**config.mk**
```make
export PLATFORM = sky130hd
export DESIGN_NAME = pelco_d_response_parser_flat
export DESIGN_NICKNAME = d
export VERILOG_FILES = /design/src/rtl/pdrp_pkg.sv /design/src/rtl/pdrp_rx_if.sv /design/src/rtl/pdrp_res_if.sv /design/src/rtl/pelco_d_response_parser.sv /design/src/flat_wrapper.sv
export VERILOG_INCLUDE_DIRS = /design/src /design/src/rtl
export SDC_FILE = /design/constraint.sdc
export NUM_CORES = 1
export LEC_CHECK = 0
export BUFFER_PORTS_ARGS = -buffer_cell sky130_fd_sc_hd__buf_2
export CORE_ASPECT_RATIO = 1.25
export CORE_MARGIN = 2
export CORE_UTILIZATION = 30
export CTS_BUF_LIST = sky130_fd_sc_hd__clkbuf_4
export DETAILED_ROUTE_END_ITERATION = 10
export PLACE_DENSITY_LB_ADDON = 0.08
export SLEW_MARGIN = 20
export SYNTH_ARGS = -nofsm -noshare
export SYNTH_HDL_FRONTEND = slang
export SYNTH_SLANG_ARGS = --single-unit
```
**constraint.sdc**
```tcl
create_clock -name i_clk -period 14.9 [get_ports i_clk]
set_input_delay 2.98 -clock i_clk [delete_from_list [all_inputs] [get_ports i_clk]]
set_output_delay 2.98 -clock i_clk [all_outputs]
set_load 0.005 [all_outputs]
```
**src/rtl/pelco_d_response_parser_macros.svh**
```systemverilog
// ----------------------------------------------------------------------------
// Assertion macros for the Pelco-D response parser
// Immediate-implication and next-cycle-implication forms, clocked and reset-gated.
// ----------------------------------------------------------------------------
`ifndef PELCO_D_RESPONSE_PARSER_MACROS_SVH
`define PELCO_D_RESPONSE_PARSER_MACROS_SVH

// Consequent checked in the same cycle as the antecedent.
`define PDRP_ASSERT_NOW(lbl, clk, rst_n, ante, cons, msg) \
    lbl: assert property (@(posedge clk) disable iff (!(rst_n)) (ante) |-> (cons)) \
        else $error(msg);

// Consequent checked in the cycle after the antecedent.
`define PDRP_ASSERT_NEXT(lbl, clk, rst_n, ante, cons, msg) \
    lbl: assert property (@(posedge clk) disable iff (!(rst_n)) (ante) |=> (cons)) \
        else $error(msg);

`endif

```
**src/rtl/pdrp_pkg.sv**
```systemverilog
`timescale 1ns / 1ps
// ----------------------------------------------------------------------------
// pdrp_pkg
// Types and constants shared by the Pelco-D response parser and its channels.
// ----------------------------------------------------------------------------
package pdrp_pkg;

    typedef logic [7:0]  t_byte;
    typedef logic [1:0]  t_kind;
    typedef logic [15:0] t_pos;
    typedef logic [12:0] t_hfov;

    // Frame phase, one-hot: hunting, then the six bytes after sync.
    typedef enum logic [6:0] {
        PH_HUNT  = 7'b000_0001,
        PH_ADDR  = 7'b000_0010,
        PH_RESP1 = 7'b000_0100,
        PH_RESP2 = 7'b000_1000,
        PH_DATA1 = 7'b001_0000,
        PH_DATA2 = 7'b010_0000,
        PH_CSUM  = 7'b100_0000
    } t_phase;

    localparam t_byte SYNC_BYTE  = 8'hFF;
    localparam t_byte RESP_ZOOM  = 8'hA7;
    localparam t_byte RESP_FOCUS = 8'h63;

    localparam t_kind KIND_OTHER = 2'd0;
    localparam t_kind KIND_ZOOM  = 2'd1;
    localparam t_kind KIND_FOCUS = 2'd2;

    // Zoom travel is normalized to 2^14; hfov = wide - span * pos / 2^14.
    localparam int    ZOOM_SHIFT = 14;
    localparam t_pos  ZOOM_FULL  = 16'h4000;
    localparam t_hfov HFOV_WIDE  = 13'd6370;
    localparam t_hfov HFOV_SPAN  = 13'd6140;
    localparam t_hfov HFOV_TELE  = 13'd230;

endpackage

```
**src/rtl/pdrp_rx_if.sv**
```systemverilog
`timescale 1ns / 1ps
// ----------------------------------------------------------------------------
// pdrp_rx_if
// Received-byte channel: valid/ready handshake carrying one serial byte.
// ----------------------------------------------------------------------------
interface pdrp_rx_if;

    logic            valid;
    logic            ready;
    pdrp_pkg::t_byte rx_byte;

    modport source (output valid, output rx_byte, input ready);
    modport sink   (input valid, input rx_byte, output ready);

endinterface

```
**src/rtl/pdrp_res_if.sv**
```systemverilog
`timescale 1ns / 1ps
// ----------------------------------------------------------------------------
// pdrp_res_if
// Parsed-response channel: valid/ready handshake carrying one decoded frame.
// ----------------------------------------------------------------------------
interface pdrp_res_if;

    logic            valid;
    logic            ready;
    pdrp_pkg::t_kind frame_kind;
    pdrp_pkg::t_pos  position;
    pdrp_pkg::t_hfov hfov_centideg;

    modport source (output valid, output frame_kind, output position,
                    output hfov_centideg, input ready);
    modport sink   (input valid, input frame_kind, input position,
                    input hfov_centideg, output ready);

endinterface

```
**src/rtl/pelco_d_response_parser.sv**
```systemverilog
// Bytes pass the input register and parser; any result is in the result register.
// Throughput: one byte per cycle; while a result waits downstream the input
//   register can still take one byte, then input stalls until the result leaves.
// Reset (i_rst_n low, synchronous): parser back to hunting for sync, checksum
//   cleared, both item registers emptied; frame bytes are not reset.
`timescale 1ns / 1ps
// ----------------------------------------------------------------------------
// pelco_d_response_parser
// Byte-serial Pelco-D response frame parser: sync hunt, checksum, decode of
// zoom (with horizontal field of view) and focus position responses.
// ----------------------------------------------------------------------------
`include "pelco_d_response_parser_macros.svh"

module pelco_d_response_parser (
    input  logic              i_clk,
    input  logic              i_rst_n,
    pdrp_rx_if.sink           i_rx,
    pdrp_res_if.source        o_res
);
    import pdrp_pkg::*;

    // ------------------------------------------------------------------
    // Input register: one received byte waiting for the parser stage.
    // ------------------------------------------------------------------
    logic   r_in_vld;
    t_byte  r_in_byte;

    // Parser state
    t_phase r_phase, n_phase;
    t_byte  r_sum, n_sum;
    // Frame store: response 2, data 1, data 2 (no reset, always written
    // in the same frame before the checksum byte reads them)
    t_byte  r_resp, r_data_hi, r_data_lo;

    // Result register
    logic   r_out_vld;
    t_kind  r_out_kind;
    t_pos   r_out_pos;
    t_hfov  r_out_hfov;

    // Stage control: the parser stage steps when its byte can leave, i.e.
    // the result register is empty or being drained this cycle.
    logic   w_adv;
    logic   w_step;
    logic   w_emit;

    // Decode
    t_pos         w_pos;
    logic [14:0]  w_clip;
    logic [27:0]  w_prod;
    t_hfov        w_hfov;
    t_kind        w_kind;
    t_pos         w_res_pos;
    t_hfov        w_res_hfov;

    assign w_adv      = !r_out_vld || o_res.ready;
    assign w_step     = r_in_vld && w_adv;
    assign i_rx.ready = !r_in_vld || w_adv;

    always_ff @(posedge i_clk) begin
        if (!i_rst_n) begin
            r_in_vld <= 1'b0;
        end else if (i_rx.ready) begin
            r_in_vld <= i_rx.valid;
        end
    end

    always_ff @(posedge i_clk) begin
        if (i_rx.valid && i_rx.ready) begin
            r_in_byte <= i_rx.rx_byte;
        end
    end

    // ------------------------------------------------------------------
    // Frame sequencer. Bytes 1..5 are summed mod 256; the sixth is the
    // checksum. A bad checksum drops the frame with no resync inside it.
    // A sync byte inside a frame is ordinary data.
    // ------------------------------------------------------------------
    always_comb begin
        n_phase = r_phase;
        n_sum   = r_sum;
        w_emit  = 1'b0;
        if (w_step) begin
            case (r_phase)
                PH_HUNT: begin
                    if (r_in_byte == SYNC_BYTE) begin
                        n_phase = PH_ADDR;
                        n_sum   = '0;
                    end
                end
                PH_ADDR: begin
                    n_sum   = r_sum + r_in_byte;
                    n_phase = PH_RESP1;
                end
                PH_RESP1: begin
                    n_sum   = r_sum + r_in_byte;
                    n_phase = PH_RESP2;
                end
                PH_RESP2: begin
                    n_sum   = r_sum + r_in_byte;
                    n_phase = PH_DATA1;
                end
                PH_DATA1: begin
                    n_sum   = r_sum + r_in_byte;
                    n_phase = PH_DATA2;
                end
                PH_DATA2: begin
                    n_sum   = r_sum + r_in_byte;
                    n_phase = PH_CSUM;
                end
                PH_CSUM: begin
                    n_phase = PH_HUNT;
                    w_emit  = (r_in_byte == r_sum);
                end
                default: begin
                    n_phase = PH_HUNT;
                end
            endcase
        end
    end

    always_ff @(posedge i_clk) begin
        if (!i_rst_n) begin
            r_phase <= PH_HUNT;
            r_sum   <= '0;
        end else begin
            r_phase <= n_phase;
            r_sum   <= n_sum;
        end
    end

    always_ff @(posedge i_clk) begin
        if (w_step && r_phase == PH_RESP2) begin
            r_resp <= r_in_byte;
        end
        if (w_step && r_phase == PH_DATA1) begin
            r_data_hi <= r_in_byte;
        end
        if (w_step && r_phase == PH_DATA2) begin
            r_data_lo <= r_in_byte;
        end
    end

    // ------------------------------------------------------------------
    // Response decode. The field of view clips the zoom position at full
    // scale, scales the span by pos / 2^14 (floor) and subtracts it from
    // the wide-end value; the result stays in 230..6370.
    // ------------------------------------------------------------------
    assign w_pos  = {r_data_hi, r_data_lo};
    assign w_clip = (w_pos > ZOOM_FULL) ? ZOOM_FULL[14:0] : w_pos[14:0];
    assign w_prod = 28'(HFOV_SPAN) * 28'(w_clip);
    assign w_hfov = HFOV_WIDE - 13'(w_prod >> ZOOM_SHIFT);

    always_comb begin
        case (r_resp)
            RESP_ZOOM: begin
                w_kind     = KIND_ZOOM;
                w_res_pos  = w_pos;
                w_res_hfov = w_hfov;
            end
            RESP_FOCUS: begin
                w_kind     = KIND_FOCUS;
                w_res_pos  = w_pos;
                w_res_hfov = '0;
            end
            default: begin
                w_kind     = KIND_OTHER;
                w_res_pos  = '0;
                w_res_hfov = '0;
            end
        endcase
    end

    // ------------------------------------------------------------------
    // Result register: holds a result until the sink takes it.
    // ------------------------------------------------------------------
    always_ff @(posedge i_clk) begin
        if (!i_rst_n) begin
            r_out_vld <= 1'b0;
        end else if (w_adv) begin
            r_out_vld <= w_step && w_emit;
        end
    end

    always_ff @(posedge i_clk) begin
        if (w_step && w_emit) begin
            r_out_kind <= w_kind;
            r_out_pos  <= w_res_pos;
            r_out_hfov <= w_res_hfov;
        end
    end

    assign o_res.valid         = r_out_vld;
    assign o_res.frame_kind    = r_out_kind;
    assign o_res.position      = r_out_pos;
    assign o_res.hfov_centideg = r_out_hfov;

    // ------------------------------------------------------------------
    // Assertions
    // ------------------------------------------------------------------
    `PDRP_ASSERT_NEXT(a_emit_only_on_csum, i_clk, i_rst_n, w_step && w_emit,
        r_out_vld && $past(r_phase) == PH_CSUM, "result without checksum byte")
    `PDRP_ASSERT_NEXT(a_csum_back_to_hunt, i_clk, i_rst_n, w_step && r_phase == PH_CSUM,
        r_phase == PH_HUNT, "no return to hunt after checksum")
    `PDRP_ASSERT_NOW(a_hfov_zero_not_zoom, i_clk, i_rst_n,
        r_out_vld && r_out_kind != KIND_ZOOM, r_out_hfov == '0,
        "field of view set on non-zoom result")
    `PDRP_ASSERT_NOW(a_hfov_range, i_clk, i_rst_n, r_out_vld && r_out_kind == KIND_ZOOM,
        r_out_hfov >= HFOV_TELE && r_out_hfov <= HFOV_WIDE, "field of view out of range")
    `PDRP_ASSERT_NOW(a_other_pos_zero, i_clk, i_rst_n,
        r_out_vld && r_out_kind == KIND_OTHER, r_out_pos == '0,
        "position set on other response")

endmodule
```
**src/flat_wrapper.sv**
```systemverilog
// flat-port wrapper written by rule: the top's interface ports become plain ports
module pelco_d_response_parser_flat import pdrp_pkg::*;
  (i_clk, i_rst_n, i_rx_valid, i_rx_rx_byte, i_rx_ready, o_res_valid, o_res_frame_kind, o_res_position, o_res_hfov_centideg, o_res_ready);
  pdrp_rx_if i_rx_i ();
  pdrp_res_if o_res_i ();
  input  logic i_clk;
  input  logic i_rst_n;
  input wire logic [$bits(i_rx_i.valid)-1:0] i_rx_valid;
  input wire logic [$bits(i_rx_i.rx_byte)-1:0] i_rx_rx_byte;
  output wire logic [$bits(i_rx_i.ready)-1:0] i_rx_ready;
  output wire logic [$bits(o_res_i.valid)-1:0] o_res_valid;
  output wire logic [$bits(o_res_i.frame_kind)-1:0] o_res_frame_kind;
  output wire logic [$bits(o_res_i.position)-1:0] o_res_position;
  output wire logic [$bits(o_res_i.hfov_centideg)-1:0] o_res_hfov_centideg;
  input wire logic [$bits(o_res_i.ready)-1:0] o_res_ready;
  assign i_rx_i.valid = i_rx_valid;
  assign i_rx_i.rx_byte = i_rx_rx_byte;
  assign i_rx_ready = i_rx_i.ready;
  assign o_res_valid = o_res_i.valid;
  assign o_res_frame_kind = o_res_i.frame_kind;
  assign o_res_position = o_res_i.position;
  assign o_res_hfov_centideg = o_res_i.hfov_centideg;
  assign o_res_i.ready = o_res_ready;
  pelco_d_response_parser u_core (.i_clk(i_clk), .i_rst_n(i_rst_n), .i_rx(i_rx_i), .o_res(o_res_i));
endmodule
```
# Word level (Yosys, flattened, before mapping)
# Cells that the tools add are included.
# op_classes
n_addsub	2
mul	1
order_cmp	1
n_eq_ne	12
n_mux	8
n_reduce_logical	15
# ops
operator	count
$pmux W7 S6	1
$mul A11 B15 Y25 const A	1
$eq A8 B8 Y1 const B	2
$gt A16 B15 Y1 const B	1
$pmux W8 S2	1
$mux W15	1
$sub A13 B13 Y13 const A	1
$add A8 B8 Y8	1
$eq A8 B7 Y1 const B	1
$eq A8 B8 Y1	1
$mux W8	1
$eq A7 B1 Y1 const B	1
$eq A7 B2 Y1 const B	1
$eq A7 B3 Y1 const B	1
$eq A7 B4 Y1 const B	1
$eq A7 B5 Y1 const B	1
$eq A7 B6 Y1 const B	1
$eq A7 B7 Y1 const B	1
$mux W7	1
$logic_and A1 B1 Y1	6
$reduce_or A5 Y1	1
$pmux W2 S2	1
$reduce_and A3 Y1	1
$logic_not A1 Y1	2
other kinds (6)	8
# word_totals
regBits	80
output_inout_bits	33

# Longest topological paths before layout
# logic_depth
word_depth	5
ltp_mapped	25
depth_no_buf	24

# Worst setup path after synthesis
# No wires, ideal clock.
# synth_path
path_type	reg2reg
startpoint	reg u_core.r_data_hi[7]
endpoint	reg u_core.r_out_hfov[12], in the netlist u_core.o_res.hfov_centideg[12] (data pin)
t_arrival_ps	6628
slack_ps	8002
path_stages_with_launch	26
n_path_buf	1
synth_period_minus_slack_ps	6898
path_cell_list	edfxtp_1 -> nor2_1 -> clkbuf_1 -> a41o_1 -> and2_1 -> inv_1 -> fa_1 -> inv_1 -> ha_1 -> inv_1 -> fa_1 -> inv_1 -> fa_1 -> inv_1 -> fa_1 -> inv_1 -> ha_1 -> and4_1 -> and3_4 -> a221oi_4 -> xnor2_1 -> ha_1 -> or4_4 -> a2111oi_4 -> or3_1 -> a21oi_1
# synth_via
elab_chain_cells	4
# synth_rtl
item	line_no	rtl
from (decl)	pelco_d_response_parser.sv:33	t_byte r_resp, r_data_hi, r_data_lo;
from (signal assigned)	pelco_d_response_parser.sv:137	r_data_hi <= r_in_byte;
$gt A16 B15 Y1	pelco_d_response_parser.sv:150	assign w_clip = (w_pos > ZOOM_FULL) ? ZOOM_FULL[14:0] : w_pos[14:0];
$mux W15	pelco_d_response_parser.sv:150	
$mul A11 B15 Y25	pelco_d_response_parser.sv:151	assign w_prod = 28'(HFOV_SPAN) * 28'(w_clip);
$sub A13 B13 Y13	pelco_d_response_parser.sv:152	assign w_hfov = HFOV_WIDE - 13'(w_prod >> ZOOM_SHIFT);
to (signal assigned)	pelco_d_response_parser.sv:189	r_out_hfov <= w_res_hfov;
to (decl)	pelco_d_response_parser.sv:39	t_hfov r_out_hfov;
# Every way passes these cells.
# A chain may end at the register's enable or synchronous reset.

# Worst setup path after layout
# Ends and elaborated chain as after synthesis.

==> impl_metrics.tcl <==
set metrics [dict create \
    ctsHoldBuffers 0 \
    r2r_start "u_core.r_data_hi[7]$_DFFE_PP_" \
    finalCritPeriodShare_pct 48.7 \
    initial_core_util_pct 30.7 \
    fp.dieH_um 179 \
    clk_latency_ps 450 \
    crit_chain "nor2_1, buf_4, and2_1, inv_1, fa_1, inv_1, ha_1, xor2_1, fa_1, fa_1, inv_1, fa_1, inv_1, ha_1, and4_1, and3_4, a221oi_4, xnor2_1, ha_1, or4_4, a2111oi_4, or3_1, a21oi_1" \
    fmax_mhz 138 \
    worst_pin_slew_ps 1040 \
    grt_pass1_wl_mm 28.1 \
    root_buffer "clkbuf_4" \
    worstSetupPathType "flip-flop to flip-flop" \
    postLayoutCoreUtil_pct 34.0 \
    swShare_pct 24.3 \
    power_w 0.000393 \
    crit_arrival_ps 7460 \
    cp-end-kind "flip-flop" \
    vdd_drop_max_uv 31.9 \
    grt_max_degree 20 \
    clk_path_buf_depth 2 \
    layout_commonest_cell "inv_1" \
    cp.required_ps 15100 \
    period_needed_ps 7260 \
    ys_warn_count 0 \
    place_inst 1056 \
    worstRegToRegCells 23 \
    cp_num_cells 23 \
    finalClockSkew_ps 19.2 \
    maxSlewViolCount 0 \
    power_density_mw_per_mm2 48.5 \
    place_hpwl_mm 14.0 \
    p_seq_share_pct 62.4 \
    cp_top_family "adder cells" \
    wl_per_cell_um 15.6 \
    cts_tree "yes" \
    p_switching_w 0.0000955 \
    die_x_um 144 \
    crit_path_start_kind "flip-flop" \
    overflow 0 \
    htreeDepth 3 \
    ys.flop_type "edfxtp_1" \
    synth_edf_count 63 \
    clock_sink_count 80 \
    syn2layout_area_growth_pct 10.7 \
    internal-power_w 0.000298 \
    drive_above_1_share_pct 10.4 \
    ant_nets 0 \
    slew_headroom_pct 30.2 \
    crit_end "u_core.o_res.hfov_centideg[12]$_SDFFCE_PN0P_" \
    crit_fanout 14 \
    syn-num-nets 868 \
    worstReg2RegEnd "u_core.o_res.hfov_centideg[12]$_SDFFCE_PN0P_" \
    setup_violations 0 \
    die_area_mm2 0.0257 \
    ys_types 54 \
    critical_path_buf_inv_count 5 \
    critPathSlowestCell "fa_1" \
    maxCapViolations 0 \
    grt_usage_pct 14.3 \
    rows 63 \
    portBuffers 44 \
    clk_pin_slew_ps 150 \
    dr.first_iter.drc_count 203 \
    p_leak_nw 3.60 \
    mostFrequentLayoutCells "inv_1 (162), fa_1 (83), ha_1 (80)" \
    ioPinCount 45 \
    outcome "finished, final reports clean" \
    power_frac_comb_pct 2.0 \
    startpoint "u_core.r_data_hi[7]$_DFFE_PP_" \
    cts_setup_buffers 0 \
    fin_cells 1073 \
    synth.avg_cell_area_um2 10.6 \
    rsz0062_at_grt "false" \
    grt_antenna_before_repair 1 \
    slowest_delay_ps 620 \
    async_flop_share_pct 0 \
    ys_seq_area_share_pct 30.5 \
    clockPowerShare_pct 35.6 \
    avgViaCountPerCell 4.47 \
    cts_made_buffers 9 \
    core_area_mm2 0.0239 \
    finalSetupTns_ps 0 \
    syn_area_mm2 0.00733 \
    cts_resized 0 \
    synth_seq_cells 80 \
    gp_congestion 0.803 \
    r2r_setup_slack_ps 7640 \
    drc 0 \
    min_path_type "flip-flop to flip-flop" \
    min_from "u_core.r_sum[3]$_SDFFE_PN0P_" \
    drtPass1Iterations 4 \
    wirelength_mm 16.8 \
    vias 4798 \
    synth_cells 693 \
    hold_viol_final 0 \
    first_global_vias 5268 \
    final_nets 917 \
]
worst min-delay path, cell delays in order, from the launching register on:
cell     delay (ps)
dfxtp_1         350
a21oi_1         120
nor2b_1          50
metal layers:
| layer | up-vias | global-route usage (%) | wire [µm] |
|---|---|---|---|
| met5 | - | 0 | 0 |
| met4 | 0 | 4.70 | 260 |
| met3 | 9 | 1.44 | 179 |
| met2 | 33 | 25.2 | 8770 |
| met1 | 2405 | 18.5 | 7580 |
| li1 | 2351 | - | - |
kinds of logic (layout without fill, tap and decap cells):
group                      after synthesis  count (layout)  share of synthesized area (%)
buffers and inverters                  172             226                           8.81
adders and majority gates              163             163                           36.3
and+or+nand+nor                        155             155                           11.6
AOI/OAI and AO/OA                       86              86                           8.35
DFF                                     80              80                           30.5
xor gates and xnor gates                36              36                           4.30
muxes                                    1               1                          0.137
other                                    0               1                              0
stage by stage:
stage	hold WS, ps	setup WS (ps)	area (µm²)
after floorplan	486	8000	7330
after global placement	501	7740	7960
after detailed placement	512	7660	7970
after CTS	541	7640	8110
after global routing	563	7230	8110
final	538	7640	8110
power by group through the flow:
stage	clock network, W	registers (W)	logic [W]
4_1_cts	0.000148	0.000246	0.00000805
3_3_place_gp	0	0.000251	0.00000788
3_5_place_dp	0	0.000251	0.00000800
5_1_grt	0.000155	0.000246	0.00000881
2_1_floorplan	0	0.000248	0.00000516
6_report	0.000140	0.000245	0.00000788
synth_stat cells, types with 14 or more instances:
cell        n  area share, %
a21oi_1    26            1.8
dfxtp_1    17            4.6
edfxtp_1   63             26
fa_1       83             23
ha_1       80             14
inv_1     162            8.3
nand2_1    32            1.6
nor2_1     29            1.5
nor2b_1    30            2.6
o21ai_0    14           0.96
xnor2_1    22            2.6
xor2_1     14            1.7
cell type report:
class,count,area (µm²)
diodes,1,2.50
clock buffers,9,67.6
clock inverters,7,76.3
fillers,2464,15800
inverters,162,608
multi-input cells,441,4470
flip-flops and latches,80,2230
well taps,325,407
repair buffers,48,250
state kept, by name, indices dropped and copies added (netlist names), 7 cells and up:
register and flops:
u_core.r_data_lo 8, u_core.r_resp 8, u_core.r_phase 7, u_core.r_sum 8, u_core.r_data_hi 8, u_core.r_in_byte 8
u_core.o_res.hfov_centideg 13, u_core.o_res.position 16
how the worst min path moves through the flow:
stage / cells past startpoint / slack [ps] / to
global route: 2 / 560 / u_core.r_sum[7]$_SDFFE_PN0P_
detailed placement: 2 / 510 / u_core.r_sum[2]$_SDFFE_PN0P_
global placement: 2 / 500 / u_core.r_sum[3]$_SDFFE_PN0P_
CTS: 2 / 540 / u_core.r_sum[3]$_SDFFE_PN0P_
finish: 2 / 540 / u_core.r_sum[3]$_SDFFE_PN0P_
floorplan: 2 / 490 / u_core.r_sum[2]$_SDFFE_PN0P_
Note: power is estimated with default switching activity, not from simulation.
